$ cat src/design/assert_macros.svh
// Assertion macros shared by the soft bit combiner modules.
`ifndef ASSERT_MACROS_SVH
`define ASSERT_MACROS_SVH
`ifndef SYNTHESIS
`define CSB_ASSERT_SAME(lbl, clk, rstn, ante, cons, msg) \
    lbl: assert property (@(posedge clk) disable iff (!(rstn)) (ante) |-> (cons)) \
        else $error(msg);
`define CSB_ASSERT_NEXT(lbl, clk, rstn, ante, cons, msg) \
    lbl: assert property (@(posedge clk) disable iff (!(rstn)) (ante) |=> (cons)) \
        else $error(msg);
`else
`define CSB_ASSERT_SAME(lbl, clk, rstn, ante, cons, msg)
`define CSB_ASSERT_NEXT(lbl, clk, rstn, ante, cons, msg)
`endif
`endif

$ cat src/design/csb_pkg.sv
// Types and constants of the soft bit combiner.
package csb_pkg;

    localparam int BUFFER_DEPTH = 16384;
    localparam int ADDR_W       = $clog2(BUFFER_DEPTH);
    localparam int QUEUE_DEPTH  = 2;
    localparam int QPTR_W       = $clog2(QUEUE_DEPTH);

    localparam logic [7:0] DEFAULT_LIMIT = 8'd3;
    localparam logic [7:0] COUNT_MAX     = 8'hFF;
    localparam logic signed [15:0] SOFT_MAX = 16'sd127;
    localparam logic signed [15:0] SOFT_MIN = -16'sd127;

    typedef enum logic [1:0] {
        CMD_START = 2'd0,
        CMD_ADD   = 2'd1,
        CMD_READ  = 2'd2,
        CMD_RESET = 2'd3
    } t_cmd;

    typedef enum logic [2:0] {
        ST_OK            = 3'd0,
        ST_INVALID_ARG   = 3'd1,
        ST_INVALID_SIZE  = 3'd2,
        ST_BUSY          = 3'd3,
        ST_INVALID_STATE = 3'd4
    } t_status;

    typedef enum logic [1:0] {
        OP_NONE  = 2'd0,
        OP_WRITE = 2'd1,
        OP_ADD   = 2'd2,
        OP_READ  = 2'd3
    } t_op_kind;

    typedef enum logic {
        BK_IDLE = 1'b0,
        BK_EXEC = 1'b1
    } t_back_state;

    typedef struct packed {
        t_cmd               command;
        logic [14:0]        frame_length;
        logic signed [7:0]  soft_value;
        logic [13:0]        read_index;
    } t_in;

    typedef struct packed {
        t_status            status;
        logic signed [7:0]  combined_value;
        logic [7:0]         combine_count;
        logic               can_add;
        logic               transmission_done;
    } t_result;

    // One classified item on its way from the front to the back.
    typedef struct packed {
        t_op_kind           kind;
        logic [ADDR_W-1:0]  addr;
        logic signed [7:0]  soft_bit;
        t_status            status;
        logic [7:0]         count;
        logic               can_add;
        logic               done;
    } t_op;

    typedef struct packed {
        logic full;
        logic empty;
    } t_queue_stat;

endpackage

$ cat src/design/csb_queue.sv
// Two-entry queue of classified items between front and back.
`include "assert_macros.svh"

module csb_queue (
    input  logic               i_clk,
    input  logic               i_rst_n,
    input  logic               i_push,
    input  csb_pkg::t_op       i_op,
    input  logic               i_pop,
    output csb_pkg::t_op       o_op,
    output csb_pkg::t_queue_stat o_stat
);

    csb_pkg::t_op                r_slot [csb_pkg::QUEUE_DEPTH];
    logic [csb_pkg::QPTR_W-1:0]  r_wr_ptr, n_wr_ptr;
    logic [csb_pkg::QPTR_W-1:0]  r_rd_ptr, n_rd_ptr;
    logic [csb_pkg::QPTR_W:0]    r_cnt, n_cnt;

    always_comb begin
        n_wr_ptr = i_push ? r_wr_ptr + 1'b1 : r_wr_ptr;
        n_rd_ptr = i_pop ? r_rd_ptr + 1'b1 : r_rd_ptr;
        n_cnt    = r_cnt + (csb_pkg::QPTR_W+1)'(i_push) - (csb_pkg::QPTR_W+1)'(i_pop);
    end

    always_ff @(posedge i_clk) begin
        if (!i_rst_n) begin
            r_wr_ptr <= '0;
            r_rd_ptr <= '0;
            r_cnt    <= '0;
        end else begin
            r_wr_ptr <= n_wr_ptr;
            r_rd_ptr <= n_rd_ptr;
            r_cnt    <= n_cnt;
        end
    end

    always_ff @(posedge i_clk) begin
        if (i_push) begin
            r_slot[r_wr_ptr] <= i_op;
        end
    end

    assign o_op         = r_slot[r_rd_ptr];
    assign o_stat.full  = (r_cnt == (csb_pkg::QPTR_W+1)'(csb_pkg::QUEUE_DEPTH));
    assign o_stat.empty = (r_cnt == '0);

    `CSB_ASSERT_SAME(a_no_pop_empty, i_clk, i_rst_n, i_pop, r_cnt != '0, "pop from empty queue")
    `CSB_ASSERT_NEXT(a_fill_grows, i_clk, i_rst_n, i_push && !i_pop, r_cnt == $past(r_cnt) + 1'b1, "queue fill count did not grow on push")

endmodule

$ cat config.mk
export PLATFORM = sky130hd
export DESIGN_NAME = csb_queue
export DESIGN_NICKNAME = d
export VERILOG_FILES = /design/src/design/csb_pkg.sv /design/src/design/csb_queue.sv
export VERILOG_INCLUDE_DIRS = /design/src /design/src/design
export SDC_FILE = /design/constraint.sdc
export NUM_CORES = 1
export LEC_CHECK = 0
export ABC_AREA = 1
export BUFFER_PORTS_ARGS = -buffer_cell sky130_fd_sc_hd__buf_4
export CELL_PAD_IN_SITES_DETAIL_PLACEMENT = 1
export CELL_PAD_IN_SITES_GLOBAL_PLACEMENT = 2
export CORE_UTILIZATION = 25
export DETAILED_ROUTE_END_ITERATION = 16
export PLACE_DENSITY = 0.55
export SETUP_SLACK_MARGIN = 0.5
export SKIP_LAST_GASP = 1
export SYNTH_ARGS = -nofsm -noshare
export SYNTH_HDL_FRONTEND = slang
export SYNTH_SLANG_ARGS = --single-unit
$ cat constraint.sdc
create_clock -name i_clk -period 5.9 [get_ports i_clk]
set_input_delay 0.885 -clock i_clk [delete_from_list [all_inputs] [get_ports i_clk]]
set_output_delay 0.885 -clock i_clk [all_outputs]
set_load 0.02 [all_outputs]
=== Word-level counts from Yosys, hierarchy flattened ===
Memory sizes are Yosys's and may differ from the RTL's. A register that Yosys moved wholly into a read port is not among the register bits.
Cells that the tools add are included.
Widths: inputs -> output; s select.

* Flip-flop bits (word level): 4
* Bits in writable memories: 74
* Input port bits: 41
* Output and inout port bits: 39
* Logic and storage cells: 14
* Memories: 1

{| class="wikitable"
|+ Memories
! memory !! depth !! bits a word !! read ports !! clocked after Yosys merged registers in !! wr ports !! line !! text
|-
| r_slot || 2 || 37 || 1 || 1 || 1 || csb_queue.sv:14 || <nowiki>csb_pkg::t_op r_slot [csb_pkg::QUEUE_DEPTH];</nowiki>
|}

* Add/subtract/negate cells: 4
* Equality and inequality tests: 1
* Mux-type cells: 4
* Reductions and logical operators: 1

{| class="wikitable"
|+ Operators by type and width
! operator !! count
|-
| $mux 1 || 4
|-
| $add 1x1->1 const B || 2
|-
| $add 2x1->2 || 1
|-
| $eq 2x2->1 const B || 1
|-
| $logic_not 2->1 || 1
|-
| $sub 2x1->2 || 1
|}

=== Depth between registers and ports, before layout ===
* Word-level depth: 3
* Depth in mapped cells: 9
* Mapped depth without buffers: 9

=== Worst setup path before layout ===
OpenSTA, ideal clock, no wires.

* Path type: input -> register
* Start point: in i_push
* End point: mem r_slot[0][0] in the netlist's numbering, enable pin
* Setup time: 0.432 ns
* Data arrival time: 2.483 ns
* Path slack: 2.985 ns
* Stages on the path: 2
* Path buffers: 0
* Cells stage by stage: inv_1 nor2_1

* Longest elaborated chain between the ends: 2

{| class="wikitable"
|+ Ends and longest elaborated chain
! item !! line !! text
|-
| start: declaration || csb_queue.sv:7 || <nowiki>input logic i_push,</nowiki>
|-
| $mux 1 || csb_queue.sv:38 || <nowiki>if (i_push) begin</nowiki>
|-
| $mux 1 (not written as such) || csb_queue.sv:39 || <nowiki>r_slot[r_wr_ptr] <= i_op;</nowiki>
|-
| end: declaration || csb_queue.sv:14 ||
|}

No other way between the ends.

==> flow_metrics.env <==
export IMPL_status="finished clean"
export IMPL_post_cts_setup_buffer_count=0
export IMPL_grt_pass1_wl_um=8900
export IMPL_vias=1555
export IMPL_nNetsFinal=281
export IMPL_syn_cell_area_sq_um=3050
export IMPL_combPwrFrac_pct=13.1
export IMPL_clock_path_buffers=2
export IMPL_root_buffer="clkbuf_16"
export IMPL_relSlewSlack_pct=53.8
export IMPL_finalSetupViolations=0
export IMPL_core_area_sq_um=11700
export IMPL_hold_violations=0
export IMPL_powerDensity_nw_per_um2=332
export IMPL_synth_seq_cells=79
export IMPL_critPathCaptureType="output pin"
export IMPL_dieArea_sq_um=12700
export IMPL_cts_hold_buffers=0
export IMPL_cp_data_required_time_ps=5020
export IMPL_die_y_um=112
export IMPL_crit_type="register to output pin"
export IMPL_diodes=0
export IMPL_ant_nets=0
export IMPL_avgSynthCellArea_sq_um=20.5
export IMPL_slew_violations=0
export IMPL_grt_pass1_vias=1702
export IMPL_final_setup_skew_ps=5.59
export IMPL_peakVddDrop_mv=0.116
export IMPL_power_uw=1350
export IMPL_clock_power_share_pct=38.2
export IMPL_synth_top_area_share_pct=72.8
export IMPL_met3_usage_pct=3.29
export IMPL_switching_power_uw=322
export IMPL_area_growth_pct=33.2
export IMPL_drt_pre_antenna_iters=3
export IMPL_yosysUniqueCellTypes=12
export IMPL_final_util_pct=34.8
export IMPL_drcViolationCount=0
export IMPL_swShare_pct=23.9
export IMPL_maxCapViolCount=0
export IMPL_p_leak_uw=0.00162
export IMPL_arrival_ps=1770
export IMPL_grt_overflow=0
export IMPL_drtIter0Drc=29
export IMPL_cp_start_kind="register"
export IMPL_hp_class="register to register"
export IMPL_cts_inserted_buffers=9
export IMPL_finalSetupTns_ps=0
export IMPL_final_common_cell="buf_4"
export IMPL_hpwlAfterDp_um=4000
export IMPL_clkSinkCount=79
export IMPL_worst_slew_pin_slew_ps=694
export IMPL_syn_nets=192
export IMPL_portBuffers=79
export IMPL_clk_pin_slew_worst_paths_ps=60
export IMPL_p_int_uw=1030
export IMPL_via_per_inst=4.03
export IMPL_gr_max_usage_layer="met2"
export IMPL_yosysSeqAreaShare_pct=76.1
export IMPL_grt_use_total_pct=9.72
export IMPL_yosys_top_cells_area="edfxtp_1 (73%), mux2_4 (15%), dfxtp_1 (3.3%), mux2_2 (2.6%), buf_12 (2.0%)"
export IMPL_die_x_um=112
export IMPL_drt_wirelength_per_cell_um=15.2
export IMPL_clock_latency_ps=330
export IMPL_cts_resized_gates=0
export IMPL_period_share_pct=44.9
export IMPL_drive_above_1_share_pct=56.4
export IMPL_period_minus_slack_ps=2650
export IMPL_pin_count=80
export IMPL_h_tree_depth=3
export IMPL_antenna_found_initial=0
export IMPL_synth_top_cell_by_area="edfxtp_1"
export IMPL_grt_util_met2_pct=15.7
export IMPL_grt_max_degree=38
export IMPL_routed_wl_um=5870
export IMPL_multi_input_area_sq_um=636
export IMPL_final_cell_mix="buf_4 (82), edfxtp_1 (74), mux2_4 (30), clkbuf_16 (9)"
export IMPL_max_freq_mhz=377
export IMPL_num_rows=39
export IMPL_fillers=1190
export IMPL_yosysWarnings=0
export IMPL_seq_area_sq_um=2320
export IMPL_gp_congestion=0.650
export IMPL_synth_cells=149
export IMPL_p_seq_share_pct=48.7
export IMPL_rsz0062_at_grt="no"
export IMPL_timing_hold_ws_ps=526
export IMPL_met1_usage_pct=11.5
export IMPL_start_util_pct=26.2
export IMPL_critical_path_max_fanout=37
export IMPL_cts_tree="yes"
path summary, 6_finish.rpt:
path	start	end	slack, ps	cells past startpoint
max	register	o_op[31]	3250	3
min	r_rd_ptr	register	530	2
max reg2reg	r_wr_ptr	r_slot[1][29]	4300	3
min reg2reg	r_rd_ptr	register	530	2
area by class of cell:
| class | instances | share of cell area, % |
|---|---|---|
| inverter | 8 | 0.739 |
| sequential | 79 | 57.2 |
| clock inverter | 7 | 1.35 |
| tap | 143 | 4.40 |
| multi-input combinational | 58 | 15.6 |
| timing repair buffer | 82 | 15.1 |
| clock buffer | 9 | 5.54 |
synth_stat cells (all sizes together):
cell type,instances
a21oi,1
buf,4
dfxtp,5
edfxtp,74
ha,2
inv,8
mux2,37
nand2,8
nand3,1
nor2,9
worst max-delay path, cell delays in order (launching register included):
cell	delay, ps
dfxtp_2	310
buf_4	560
mux2_2	410
buf_4	160
power by group through the flow:
| stage | combinational (uW) | sequential [uW] | clock (uW) |
|---|---|---|---|
| after global routing | 192 | 658 | 559 |
| after floorplan | 109 | 666 | 0 |
| after global placement | 181 | 667 | 0 |
| after CTS | 183 | 657 | 534 |
| after detailed placement | 182 | 669 | 0 |
| final | 177 | 656 | 515 |
registers in the layout, summed over array words and instances, names as in the netlist, named ones only:
signal	flops
r_rd_ptr	1
r_cnt	2
r_wr_ptr	1
r_slot	74
per-layer routing:
layer	wire, um	vias up
met3	309	9
met2	2910	47
met4	95	0
met5	0	-
li1	-	737
met1	2560	762
per-stage QoR:
step	instances	setup slack, ps	instance area (sq um)
global route	386	3130	4060
detailed placement	370	3560	3780
CTS	386	3200	4060
global placement	370	3560	3780
finish	386	3250	4060
floorplan	149	2990	3050
cell families after synthesis:
family | after synthesis | share of synthesized area, %
AO/OA/AOI/OAI | 1 | 0.164
adder cells (fa/ha/maj) | 2 | 0.820
buffers and inverters | 12 | 3.32
flip-flops | 79 | 76.1
multiplexers | 37 | 17.3
AND/OR/NAND/NOR | 18 | 2.25
(Power assumes the default switching activity.)
