### src/design/assert_macros.svh
// Assertion macros shared by the soft bit combiner modules.
`ifndef ASSERT_MACROS_SVH
`define ASSERT_MACROS_SVH
`ifndef SYNTHESIS
`define CSB_ASSERT_SAME(lbl, clk, rstn, ante, cons, msg) \
    lbl: assert property (@(posedge clk) disable iff (!(rstn)) (ante) |-> (cons)) \
        else $error(msg);
`define CSB_ASSERT_NEXT(lbl, clk, rstn, ante, cons, msg) \
    lbl: assert property (@(posedge clk) disable iff (!(rstn)) (ante) |=> (cons)) \
        else $error(msg);
`else
`define CSB_ASSERT_SAME(lbl, clk, rstn, ante, cons, msg)
`define CSB_ASSERT_NEXT(lbl, clk, rstn, ante, cons, msg)
`endif
`endif

### src/design/csb_pkg.sv
// Types and constants of the soft bit combiner.
package csb_pkg;

    localparam int BUFFER_DEPTH = 16384;
    localparam int ADDR_W       = $clog2(BUFFER_DEPTH);
    localparam int QUEUE_DEPTH  = 2;
    localparam int QPTR_W       = $clog2(QUEUE_DEPTH);

    localparam logic [7:0] DEFAULT_LIMIT = 8'd3;
    localparam logic [7:0] COUNT_MAX     = 8'hFF;
    localparam logic signed [15:0] SOFT_MAX = 16'sd127;
    localparam logic signed [15:0] SOFT_MIN = -16'sd127;

    typedef enum logic [1:0] {
        CMD_START = 2'd0,
        CMD_ADD   = 2'd1,
        CMD_READ  = 2'd2,
        CMD_RESET = 2'd3
    } t_cmd;

    typedef enum logic [2:0] {
        ST_OK            = 3'd0,
        ST_INVALID_ARG   = 3'd1,
        ST_INVALID_SIZE  = 3'd2,
        ST_BUSY          = 3'd3,
        ST_INVALID_STATE = 3'd4
    } t_status;

    typedef enum logic [1:0] {
        OP_NONE  = 2'd0,
        OP_WRITE = 2'd1,
        OP_ADD   = 2'd2,
        OP_READ  = 2'd3
    } t_op_kind;

    typedef enum logic {
        BK_IDLE = 1'b0,
        BK_EXEC = 1'b1
    } t_back_state;

    typedef struct packed {
        t_cmd               command;
        logic [14:0]        frame_length;
        logic signed [7:0]  soft_value;
        logic [13:0]        read_index;
    } t_in;

    typedef struct packed {
        t_status            status;
        logic signed [7:0]  combined_value;
        logic [7:0]         combine_count;
        logic               can_add;
        logic               transmission_done;
    } t_result;

    // One classified item on its way from the front to the back.
    typedef struct packed {
        t_op_kind           kind;
        logic [ADDR_W-1:0]  addr;
        logic signed [7:0]  soft_bit;
        t_status            status;
        logic [7:0]         count;
        logic               can_add;
        logic               done;
    } t_op;

    typedef struct packed {
        logic full;
        logic empty;
    } t_queue_stat;

endpackage

### src/design/csb_front.sv
// Front end: checks each command against the window state and classifies it.
`include "assert_macros.svh"

module csb_front (
    input  logic          i_clk,
    input  logic          i_rst_n,
    input  logic          i_accept,
    input  csb_pkg::t_in  i_item,
    input  logic          i_cfg_we,
    input  logic [7:0]    i_cfg_data,
    output csb_pkg::t_op  o_op
);

    logic [7:0]  r_limit;
    logic [7:0]  r_count, n_count;
    logic [14:0] r_exp_len, n_exp_len;
    logic [14:0] r_wpos, n_wpos;
    logic        r_open, n_open;

    logic [7:0]  eff_limit;
    logic [14:0] wpos_inc;

    assign eff_limit = (r_limit == 8'd0) ? csb_pkg::DEFAULT_LIMIT : r_limit;
    assign wpos_inc  = r_wpos + 15'd1;

    always_comb begin
        n_count   = r_count;
        n_exp_len = r_exp_len;
        n_wpos    = r_wpos;
        n_open    = r_open;
        o_op      = '0;
        o_op.kind     = csb_pkg::OP_NONE;
        o_op.status   = csb_pkg::ST_OK;
        o_op.soft_bit = i_item.soft_value;
        case (i_item.command)
            csb_pkg::CMD_START: begin
                if (r_open) begin
                    o_op.status = csb_pkg::ST_INVALID_STATE;
                end else if (i_item.frame_length == 15'd0) begin
                    o_op.status = csb_pkg::ST_INVALID_ARG;
                end else if (32'(i_item.frame_length) > 32'(csb_pkg::BUFFER_DEPTH)) begin
                    o_op.status = csb_pkg::ST_INVALID_SIZE;
                end else if (r_count >= eff_limit) begin
                    o_op.status = csb_pkg::ST_BUSY;
                end else if (r_count != 8'd0 && i_item.frame_length != r_exp_len) begin
                    o_op.status = csb_pkg::ST_INVALID_SIZE;
                end else begin
                    if (r_count == 8'd0) begin
                        n_exp_len = i_item.frame_length;
                    end
                    n_wpos = '0;
                    n_open = 1'b1;
                end
            end
            csb_pkg::CMD_ADD: begin
                if (!r_open || r_wpos >= r_exp_len
                        || 32'(r_wpos) >= 32'(csb_pkg::BUFFER_DEPTH)) begin
                    o_op.status = csb_pkg::ST_INVALID_STATE;
                end else begin
                    // The first transmission overwrites stale contents.
                    o_op.kind = (r_count == 8'd0) ? csb_pkg::OP_WRITE : csb_pkg::OP_ADD;
                    o_op.addr = r_wpos[csb_pkg::ADDR_W-1:0];
                    n_wpos    = wpos_inc;
                    if (wpos_inc >= r_exp_len) begin
                        n_open    = 1'b0;
                        o_op.done = 1'b1;
                        if (r_count != csb_pkg::COUNT_MAX) begin
                            n_count = r_count + 8'd1;
                        end
                    end
                end
            end
            csb_pkg::CMD_READ: begin
                if (r_count == 8'd0 || r_exp_len == 15'd0) begin
                    o_op.status = csb_pkg::ST_INVALID_STATE;
                end else if (15'(i_item.read_index) >= r_exp_len) begin
                    o_op.status = csb_pkg::ST_INVALID_SIZE;
                end else begin
                    o_op.kind = csb_pkg::OP_READ;
                    o_op.addr = csb_pkg::ADDR_W'(i_item.read_index);
                end
            end
            csb_pkg::CMD_RESET: begin
                n_count   = '0;
                n_exp_len = '0;
                n_wpos    = '0;
                n_open    = 1'b0;
            end
            default: begin
                o_op.status = csb_pkg::ST_OK;
            end
        endcase
        o_op.count   = n_count;
        o_op.can_add = (n_count < eff_limit);
    end

    always_ff @(posedge i_clk) begin
        if (!i_rst_n) begin
            r_limit   <= csb_pkg::DEFAULT_LIMIT;
            r_count   <= '0;
            r_exp_len <= '0;
            r_wpos    <= '0;
            r_open    <= 1'b0;
        end else begin
            if (i_cfg_we) begin
                r_limit <= i_cfg_data;
            end
            if (i_accept) begin
                r_count   <= n_count;
                r_exp_len <= n_exp_len;
                r_wpos    <= n_wpos;
                r_open    <= n_open;
            end
        end
    end

    `CSB_ASSERT_SAME(a_wpos_ok, i_clk, i_rst_n, r_open, r_wpos < r_exp_len, "position past frame")

endmodule

### config.mk
export PLATFORM = sky130hd
export DESIGN_NAME = csb_front
export DESIGN_NICKNAME = d
export VERILOG_FILES = /design/src/design/csb_pkg.sv /design/src/design/csb_front.sv
export VERILOG_INCLUDE_DIRS = /design/src /design/src/design
export SDC_FILE = /design/constraint.sdc
export NUM_CORES = 1
export LEC_CHECK = 0
export ABC_AREA = 0
export CAP_MARGIN = 20
export CORE_MARGIN = 2
export CORE_UTILIZATION = 40
export CTS_CLUSTER_DIAMETER = 60
export DETAILED_ROUTE_END_ITERATION = 16
export DONT_BUFFER_PORTS = 1
export RECOVER_POWER = 100
export SLEW_MARGIN = 30
export SYNTH_ARGS = -nofsm -noshare
export SYNTH_HDL_FRONTEND = slang
export SYNTH_SLANG_ARGS = --single-unit
### constraint.sdc
create_clock -name i_clk -period 4.7 [get_ports i_clk]
set_clock_uncertainty 0.1 [all_clocks]
set_input_delay 0.94 -clock i_clk [delete_from_list [all_inputs] [get_ports i_clk]]
set_output_delay 0.94 -clock i_clk [all_outputs]
set_load 0.05 [all_outputs]
== Word level (Yosys, flattened, before mapping) ==
Index checks and enable logic that the tools add are counted.

* Flip-flop bits (word level): 47
* Memories kept: 0
* Memory bits (read-only): 0
* Bits in writable memories: 0
* Bits in latches: 0
* Bits of input ports: 51
* Output and inout bits: 37

* Div/mod/pow operators: 0
* Eq/ne operators: 13
* Mux-type cells: 44
* Shift operators: 0
* $lt $le $gt $ge: 7
* Add/subtract/negate cells: 2
* Multiply operators: 0
* Reduce and logical (&&, ||, !) cells: 16
* Bitwise logic cells: 0

{| class="wikitable"
|+ Operator list
! cell !! number
|-
| 15-bit two-way mux || 12
|-
| 16-bit two-way mux || 3
|-
| 15-bit case mux with 3 select lines || 1
|-
| 8-bit two-way mux || 4
|-
| 16-bit case mux with 2 select lines || 1
|-
| 15-bit greater-or-equal comparator || 2
|-
| 15-bit zero test || 2
|-
| 15-bit case mux with 2 select lines || 1
|-
| 8-bit zero test || 2
|-
| 2-bit != test, second input constant || 8
|-
| 8-bit case mux with 2 select lines || 1
|-
| 8-bit AND reduction || 2
|-
| 15-bit by 1-bit adder with 15-bit output, second input constant || 1
|-
| 14-bit by 15-bit greater-or-equal comparator with 1-bit output || 1
|-
| 15-bit greater-or-equal comparator, second input constant || 1
|-
| 15-bit greater-than comparator, second input constant || 1
|-
| 15-bit != test || 1
|-
| 2-bit two-way mux || 6
|-
| 1-bit two-way mux || 10
|-
| 3-bit two-way mux || 3
|-
| 3-bit case mux with 3 select lines || 1
|-
| 8-bit by 1-bit adder with 8-bit output, second input constant || 1
|-
| 8-bit greater-or-equal comparator || 1
|-
| 8-bit less-than comparator || 1
|-
| other kinds (12) || 15
|}

== Longest topological paths before layout ==
Gate-level depths: netlist of run 1.

* Word-level depth: 8
* Mapped depth: 22
* Gate-level depth less buffers: 22

== Worst setup path before layout of run 1 ==
Ideal clock, no wire load.

* Path type: flip-flop to output port
* From: register r_wpos[0]
* To: output o_op[1] in the netlist's numbering
* Path buffers: 0
* Cell stages (with the launch flop): 23
* Data arrival time: 6.026 ns
* Slack: -2.366 ns
* Cells stage by stage: dfxtp_1 > ha_1 > and3_1 > and3_1 > and3_1 > nand3_1 > xnor2_1 > ha_1 > a21oi_1 > o21ai_0 > a21oi_1 > o31ai_1 > nand3_1 > clkinv_1 > and3_1 > mux2i_1 > ha_1 > a21oi_1 > nor2b_1 > o21ai_0 > and3_1 > nand2_1 > o31ai_1

{| class="wikitable"
|+ RTL lines
! what !! RTL line !! RTL
|-
| start: declaration || csb_front.sv:17 || <nowiki>logic [14:0] r_wpos, n_wpos;</nowiki>
|-
| start signal: assignment || csb_front.sv:111 || <nowiki>r_wpos <= n_wpos;</nowiki>
|-
| end: declaration || csb_front.sv:11 || <nowiki>output csb_pkg::t_op o_op</nowiki>
|}

==> results of run 1 <==
-- layer usage --
layer  part of all wire, %  wire (µm)  GRT usage [%]  up-vias
li1                      -          -              -     2238
met1                    45       6420           31.9     2191
met2                    48       6850           38.4      138
met3                   5.2        742           3.14       24
met4                   1.5        214           5.61        0
met5                     0          0              0        -
-- how the worst min path moves through the flow --
stage	start	to	slack (ns)	depth (start not counted)
after detailed placement	r_wpos[1]	r_wpos[1]	0.39	2
final	r_wpos[12]	r_wpos[12]	0.41	2
after global routing	r_limit[0]	r_limit[0]	0.45	2
after CTS	r_wpos[12]	r_wpos[12]	0.41	2
after global placement	r_wpos[12]	r_wpos[12]	0.38	2
after floorplan	r_limit[0]	r_limit[0]	0.36	2
-- tightest hold or removal path: stages (launching register included) --
cell	delay [ns]
dfxtp_1	0.35
nand2_1	0.06
o21ai_0	0.06
-- sequential cells by signal, indices dropped and copies added, names as in the netlist --
signal,count
r_wpos,15
r_count,8
r_open,1
r_limit,8
r_exp_len,15
-- cell usage in the layout (no fill, tap or decap), types with 6 or more instances in the layout --
| cell type | n |
|---|---|
| nand4_1 | 17 |
| nor2_1 | 19 |
| o211ai_1 | 6 |
| a22o_1 | 30 |
| nor4_1 | 12 |
| inv_1 | 35 |
| nor3_1 | 14 |
| nand2_1 | 52 |
| buf_6 | 13 |
| nand3_1 | 26 |
| dfxtp_1 | 44 |
| a21oi_1 | 24 |
| nand3b_1 | 6 |
| a21oi_2 | 6 |
| buf_4 | 105 |
| mux2i_1 | 8 |
| ha_1 | 64 |
| a21o_1 | 6 |
| nor2b_1 | 9 |
| o21ai_0 | 21 |
| xor2_1 | 19 |
| xnor2_1 | 8 |
-- cell families after synthesis --
kind of cell	after synthesis
flip-flops	47
AO/OA/AOI/OAI	131
AND/OR/NAND/NOR	197
XOR/XNOR	29
buffers and inverters	74
adder cells (fa/ha/maj)	70
multiplexers	12
-- final cells by class --
cell class                 count  area [µm²]  area share, %
sequential                    47         950           16.2
multi-input combinational    439        3490           59.6
inverter                      37         144           2.46
timing repair buffer         121         985           16.8
clock inverter                 2        13.8          0.235
clock buffer                   6        93.8           1.60
tap                          140         175           3.00
-- Yosys cell counts (all sizes together) (3+ instances only) --
cell type / number / share of area [%]
nor2: 21 / 1.8
clkbuf: 19 / 1.6
nand3b: 6 / 1.0
nand3: 30 / 3.4
o211ai: 6 / 1.0
nor2b: 10 / 1.4
mux2i: 12 / 2.7
nand2b: 5 / 0.70
a21o: 6 / 1.0
xnor2: 10 / 2.0
nor3: 16 / 1.8
nor4: 12 / 1.7
and3: 10 / 1.4
xor2: 19 / 3.7
dfxtp: 47 / 21
a211oi: 3 / 0.62
o31a: 4 / 0.79
a21oi: 31 / 3.6
a22o: 30 / 5.9
nand4: 17 / 2.4
nand2: 53 / 4.5
o31ai: 3 / 0.51
inv: 36 / 3.0
and2: 4 / 0.56
ha: 68 / 19
a32o: 3 / 0.67
o21ai: 27 / 3.1
buf: 18 / 2.6
and4: 3 / 0.59
-- where the power goes --
part           internal [µW]  switching (µW)  total [µW]  leakage [µW]
registers                404            7.59         412      0.000383
clock network            137             153         291     0.0000563
logic                   86.6             102         189       0.00215
total                    628             263         892       0.00259
-- per-stage QoR --
stage,setup WS [ns],power (µW)
after floorplan,-0.692,560
after global placement,-0.387,572
after detailed placement,-0.505,577
after CTS,-0.717,884
after global routing,-1.05,931
final,-0.864,892
-- what timing repair did --
action	4_1_cts	5_1_grt
pin swaps	12	15
endpoints found under the setup margin	4	9
resized for setup	6	41
hold endpoints to repair	0	0
buffers inserted	29	4
==> results.yml, run 1 <==
status:
  run_status: "finished, violations left"
  violations: "negative setup slack"
route:
  drc_errors: 0
  avgViaCountPerCell: 5.80
  routed_wl_um: 14200
  wl_per_cell_um: 18.0
  vias: 4591
  drt-initial-drc-count: 279
  ant_nets: 0
  drtPass1Iterations: 5
sta:
  rsz0062_at_grt: "true"
  slew_headroom_pct: 39.1
  final_hold_viol_count: 0
  period_share_pct: 118
  setup_viol: 5
  fin_ws_ns: -0.864
  final.setup.tns_ns: -1.81
  period_needed_ns: 5.56
  whs_ns: 0.414
  maxSlewViolCount: 0
  worst_pin_slew_ns: 0.911
  fmax_mhz: 180
logic_synthesis:
  syn_area_um2: 4460
  synth_compound_area_share_pct: 20.7
  synth_cells: 560
  yosys_most_used_dff: "dfxtp_1"
  syn_avg_cell_area_um2: 7.96
  ys_ff_latch: 47
  postSynth.asyncResetShare_pct: 0
  synth_top_family_by_area: "simple AND/OR/NAND/NOR gates"
  synthMuxAreaShare_pct: 2.69
  ys.warnings.count: 0
  synth-seq-area-share_pct: 21.1
  synth_edf_count: 0
  yosys.area_share.adder_pct: 19.5
  synth_cell_type_count: 60
  synth-simple-area-share_pct: 23.0
  syn-num-nets: 679
  yosys.area_share.xor_xnor_pct: 5.70
worst_setup_path:
  crit_path_start_kind: "register"
  r2r-start: "r_wpos[0]"
  critPathMaxStageDelay_ns: 0.38
  cpMostUsedCell: "and3_4"
  crit_required_ns: 3.66
  reg2reg_slack_ns: -0.62
  crit_arrival_ns: 4.52
  crit_fanout: 3
  critPathCaptureType: "primary output"
  crit_start: "r_wpos[0]"
  cp_slowest_cell: "dfxtp_4"
  cp.depth: 24
  rr_worst_depth: 34
  cp_cell_sequence: "ha_4 -> and3_4 -> and3_4 -> nand3_4 -> nor2_2 -> xor2_1 -> ha_1 -> nand4_1 -> buf_4 -> inv_2 -> a21oi_4 -> o31ai_4 -> nand3_2 -> clkinv_4 -> and3_4 -> mux2i_4 -> ha_4 -> a21oi_2 -> nor2b_4 -> o21ai_1 -> and3_1 -> nand2_2 -> o31ai_4 -> buf_12"
  crit_type: "register to primary output"
  worstPathBufferInverterCount: 4
  r2r_end: "r_count[7]"
  critPathTopFamily: "simple AND/OR/NAND/NOR gates"
  crit_path_end: "o_op[1]"
pwr:
  ir_drop_mv: 0.109
  power_density_nw_per_um2: 152
  p_leak_uw: 0.00259
cells_and_area:
  fin_cells: 792
  syn_to_final_growth_pct: 31.2
  final_area_um2: 5850
  nets: 770
  fill_cells: 1004
  final_util_pct: 53.9
  drive_above_1_share_pct: 27.0
  antenna_cells: 0
floorplan:
  die_area_um2: 12000
  coreArea_um2: 10800
  initial_core_util_pct: 41.1
  row_count: 38
  io_pins: 88
  die_x_um: 110
  die_height_um: 110
clock_tree:
  clk_latency_ns: 0.31
  path_clk_slew_ns: 0.10
  clkSinkCount: 47
  cts_tree: "yes"
  numCtsBuffers: 5
  cts-root-buf: "clkbuf_8"
  holdBufCountCts: 0
  cts_buffer_depth: 2
  htreeDepth: 2
global_routing:
  grt_start_max_net_pins: 47
  grt_pass1_wl_um: 21900
  grtUsageTotal_pct: 23.2
  gr-total-overflow: 0
  antenna_found_initial: 0
  grt_pass1_vias: 4328
placement:
  hpwlAfterDp_um: 10500
  postPlaceCellArea_um2: 5260
  place_inst: 752
  routabilityCongestion: 0.950
  io_buffer_count: 0
worst_hold_path:
  hold_class: "register to register"
run:
  drv_cap: 0
Note: power is estimated with default switching activity, not from simulation.
==> run 2: changes to the inputs <==
- CTS_BUF_LIST: default -> sky130_fd_sc_hd__clkbuf_4
==> results.yml, run 2 (synthesized netlist as in run 1, its figures left out) <==
status:
  run_status: "finished, violations left"
  violations: "negative setup slack"
global_routing:
  grt_start_max_net_pins: 47
  grt_pass1_wl_um: 22000
  gr-total-overflow: 0
  grt_pass1_vias: 4304
  grtUsageTotal_pct: 23.2
  antenna_found_initial: 0
floorplan:
  row_count: 38
  coreArea_um2: 10800
  io_pins: 88
  die_x_um: 110
  die_height_um: 110
  initial_core_util_pct: 41.1
  die_area_um2: 12000
sta:
  setup_viol: 4
  fmax_mhz: 179
  fin_ws_ns: -0.879
  final_hold_viol_count: 0
  whs_ns: 0.427
  period_needed_ns: 5.58
  period_share_pct: 119
  rsz0062_at_grt: "true"
  worst_pin_slew_ns: 0.914
  slew_headroom_pct: 38.9
  maxSlewViolCount: 0
  final.setup.tns_ns: -1.51
clock_tree:
  holdBufCountCts: 0
  clkSinkCount: 47
  cts_tree: "yes"
  clk_latency_ns: 0.37
  path_clk_slew_ns: 0.15
  numCtsBuffers: 5
  cts_buffer_depth: 2
  cts-root-buf: "clkbuf_4"
  htreeDepth: 2
cells_and_area:
  syn_to_final_growth_pct: 30.6
  reg.largest.list: "r_exp_len: 15 flops, r_wpos: 15 flops"
  final_cell_mix: "105 x buf_4, 64 x ha_1, 52 x nand2_1"
  final_common_cell: "buf_4"
  fill_cells: 993
  nets: 771
  area.sequential_um2: 950
  fin_cells: 793
  multi_input_area_um2: 3470
  antenna_cells: 0
  final_area_um2: 5820
  drive_above_1_share_pct: 26.5
placement:
  hpwlAfterDp_um: 10500
  routabilityCongestion: 0.950
  postPlaceCellArea_um2: 5260
  io_buffer_count: 0
  place_inst: 752
pwr:
  p_leak_uw: 0.00257
  total_power_uw: 855
  power_density_nw_per_um2: 147
  ir_drop_mv: 0.0980
route:
  drc_errors: 0
  ant_nets: 0
  routed_wl_um: 14200
  wl_per_cell_um: 18.0
  drt-initial-drc-count: 303
  avgViaCountPerCell: 5.84
  vias: 4630
  drtPass1Iterations: 5
worst_setup_path:
  crit_fanout: 5
  crit_path_start_kind: "register"
  crit_arrival_ns: 4.54
  crit_type: "register to primary output"
  critPathCaptureType: "primary output"
  crit_required_ns: 3.66
run:
  drv_cap: 0
worst_hold_path:
  hold_class: "register to register"
run 2: through the flow:
step	setup WS (ns)	util (%)
final	-0.879	53.7
after global routing	-1.15	53.7
after CTS	-0.805	51.7
after detailed placement	-0.505	48.5
after global placement	-0.387	48.5
after floorplan	-0.692	-
run 2: layout make-up:
| cell class | count | share of cell area (%) |
|---|---|---|
| timing repair buffer | 122 | 17.2 |
| inverter | 37 | 2.47 |
| multi-input combinational | 439 | 59.6 |
| clock buffer | 5 | 0.645 |
| sequential | 47 | 16.3 |
| clock inverter | 3 | 0.752 |
| tap | 140 | 3.01 |
run 2: metal layers:
layer / up-vias / GRT usage, % / part of all wire [%]
met5: - / 0 / 0
met4: 0 / 5.06 / 1.7
met3: 24 / 2.96 / 5.0
met2: 157 / 38.4 / 49
met1: 2208 / 32.1 / 45
li1: 2241 / - / -
run 2: power breakdown:
group | leakage (µW) | switching (µW) | total [µW] | internal, µW
clock | 0.0000452 | 143 | 255 | 112
sequential | 0.000383 | 7.68 | 413 | 405
combinational | 0.00214 | 101 | 187 | 85.9
run 2: timing repair:
action / in CTS / in global routing
setup buffers: 29 / 6
pin swaps: 10 / 16
endpoints found under the setup margin: 5 / 9
gates resized for setup: 8 / 37
run 2: critical path, stage by stage (launching register included):
cell and delay (ns):
dfxtp_4 0.39, ha_4 0.13, and3_4 0.18, and3_4 0.19
and3_4 0.20, nand3_4 0.08, xnor2_4 0.17, ha_4 0.28
nand4_1 0.17, inv_1 0.15, a21oi_2 0.08, o31ai_2 0.10
nand3_2 0.17, buf_6 0.17, o41ai_1 0.32, buf_4 0.18
a21oi_2 0.04, ha_1 0.21, nor3_1 0.22, and3_1 0.25
nand2_2 0.08, o31ai_4 0.22, buf_12 0.17
run 2: final timing paths:
kind	start	to	slack (ns)	cells after the start
max	r_wpos[0]	o_op[1]	-0.88	22
min	r_limit[1]	r_limit[1]	0.43	2
max reg2reg	r_wpos[0]	r_count[7]	-0.59	34
min reg2reg	r_limit[1]	r_limit[1]	0.43	2
==> run 3: changes to the inputs <==
- MAX_ROUTING_LAYER: default -> met4
==> results.yml, run 3 (synthesized netlist as in run 1, its figures left out) <==
global_routing:
  grt_pass1_vias: 4313
  grt_start_max_net_pins: 47
  grt_pass1_wl_um: 22000
  grtUsageTotal_pct: 23.9
  antenna_found_initial: 0
  gr-total-overflow: 0
worst_hold_path:
  hold_end: "r_wpos[12]"
  worstHoldStart: "r_wpos[12]"
  min_path_cells: 2
  hold_class: "register to register"
floorplan:
  io_pins: 88
  initial_core_util_pct: 41.1
  coreArea_um2: 10800
  die_height_um: 110
  row_count: 38
  die_area_um2: 12000
  die_x_um: 110
placement:
  routabilityCongestion: 0.967
  place_inst: 752
  place_ws_ns: -0.505
  io_buffer_count: 0
  hpwlAfterDp_um: 10500
worst_setup_path:
  crit_required_ns: 3.66
  r2r_end: "r_count[7]"
  r2r-start: "r_wpos[0]"
  critPathCaptureType: "primary output"
  crit_arrival_ns: 4.50
  crit_path_start_kind: "register"
  crit_fanout: 9
  crit_type: "register to primary output"
  reg2reg_slack_ns: -0.58
  rr_worst_depth: 34
clock_tree:
  path_clk_slew_ns: 0.15
  holdBufCountCts: 0
  cts_buffer_depth: 2
  cts_tree: "yes"
  htreeDepth: 2
  cts-root-buf: "clkbuf_4"
  clkSinkCount: 47
  clk_latency_ns: 0.37
  numCtsBuffers: 5
cells_and_area:
  drive_above_1_share_pct: 26.8
  fin_cells: 793
  nets: 771
  final_common_cell: "buf_4"
  syn_to_final_growth_pct: 30.6
  antenna_cells: 0
  reg.largest.list: "r_exp_len: 15 flops, r_wpos: 15 flops"
  fill_cells: 997
  final_cell_mix: "105 x buf_4, 64 x ha_1, 52 x nand2_1"
status:
  run_status: "finished, violations left"
  violations: "negative setup slack"
pwr:
  p_comb_share_pct: 21.8
  p_sw_share_pct: 29.5
  p_leak_uw: 0.00258
  p_int_uw: 603
  ir_drop_mv: 0.0973
  p_switching_uw: 252
  clock_power_share_pct: 29.9
  power_density_nw_per_um2: 147
  seq_power_share_pct: 48.3
run:
  drv_cap: 0
route:
  drt-initial-drc-count: 312
  vias: 4583
  drc_errors: 0
  routed_wl_um: 14100
  wl_per_cell_um: 17.8
  ant_nets: 0
  drtPass1Iterations: 7
  avgViaCountPerCell: 5.78
sta:
  rsz0062_at_grt: "true"
  fmax_mhz: 180
  period_share_pct: 118
  worst_pin_slew_ns: 0.927
  slew_headroom_pct: 37.9
  maxSlewViolCount: 0
  setup_viol: 3
  period_needed_ns: 5.54
  final_hold_viol_count: 0
  fin_ws_ns: -0.844
run 3: changes by cell type in the layout (fill, tap and decap cells not counted):
cell,previous run,this run
dfxtp_2,1,2
xnor2_2,0,1
dfxtp_1,44,43
a21oi_4,2,1
xnor2_1,9,8
a21oi_2,4,5
run 3: worst max-delay path by stage:
| stage | startpoint | endpoint | depth (start not counted) |
|---|---|---|---|
| final | r_wpos[0] | o_op[1] | 23 |
| after global routing | r_wpos[0] | o_op[1] | 22 |
| after CTS | r_wpos[1] | o_op[1] | 20 |
| after detailed placement | r_wpos[1] | o_op[1] | 20 |
| after global placement | r_wpos[1] | o_op[1] | 20 |
| after floorplan | r_wpos[1] | o_op[1] | 22 |
run 3: worst max-delay path, cell delays in order, from the launching register on:
cell      delay, ns
dfxtp_4        0.39
ha_4           0.13
and3_4         0.17
and3_4         0.20
nand3_2        0.11
nor2_2         0.16
xor2_1         0.23
ha_1           0.31
nand4_1        0.18
inv_1          0.11
a21oi_2        0.18
o31ai_2        0.11
nand3_2        0.13
clkinv_4       0.07
buf_8          0.14
a31o_2         0.25
ha_1           0.22
a21oi_4        0.18
nor2b_4        0.05
o21ai_1        0.12
and3_1         0.22
nand2_2        0.08
o31ai_4        0.22
buf_12         0.17
run 3: per-stage QoR:
stage	hold WS (ns)	util [%]	area [µm²]	power, µW	TNS [ns]
4_1_cts	0.413	51.7	5600	854	-1.81
6_report	0.411	53.7	5820	854	-1.44
5_1_grt	0.466	53.7	5820	897	-2.52
3_3_place_gp	0.379	48.5	5260	572	-0.387
3_5_place_dp	0.392	48.5	5260	577	-0.505
2_1_floorplan	0.359	-	4600	560	-0.692
run 3: power groups by stage:
stage / Clock, µW / Combinational (µW) / Sequential (µW)
2_1_floorplan: 0 / 141 / 419
3_3_place_gp: 0 / 152 / 421
3_5_place_dp: 0 / 155 / 421
4_1_cts: 266 / 175 / 413
5_1_grt: 280 / 203 / 414
6_report: 255 / 186 / 413
run 3: final cells by class:
cell class | instances | area [µm²] | area share, %
Multi-Input combinational cell | 439 | 3470 | 59.6
Timing Repair Buffer | 122 | 1000 | 17.2
Sequential cell | 47 | 951 | 16.3
Tap cell | 140 | 175 | 3.01
Inverter | 37 | 144 | 2.47
Clock inverter | 3 | 43.8 | 0.752
Clock buffer | 5 | 37.5 | 0.645
run 3: timing repair:
| action | CTS | global route |
|---|---|---|
| endpoints found under the hold margin | 0 | 0 |
| setup endpoints to repair | 5 | 9 |
| cloned | 0 | 0 |
| setup buffers | 29 | 6 |
| pin swaps | 10 | 17 |
| resized for setup | 8 | 38 |
run 3: per-layer routing:
layer  up-vias  wire, µm  share of wire (%)  track usage (%)
met5         -         0                  0                -
met4         0       258                1.8             4.52
met1      2157      6220                 44             32.2
met2       158      6810                 48             38.4
li1       2241         -                  -                -
met3        27       796                5.7             3.38
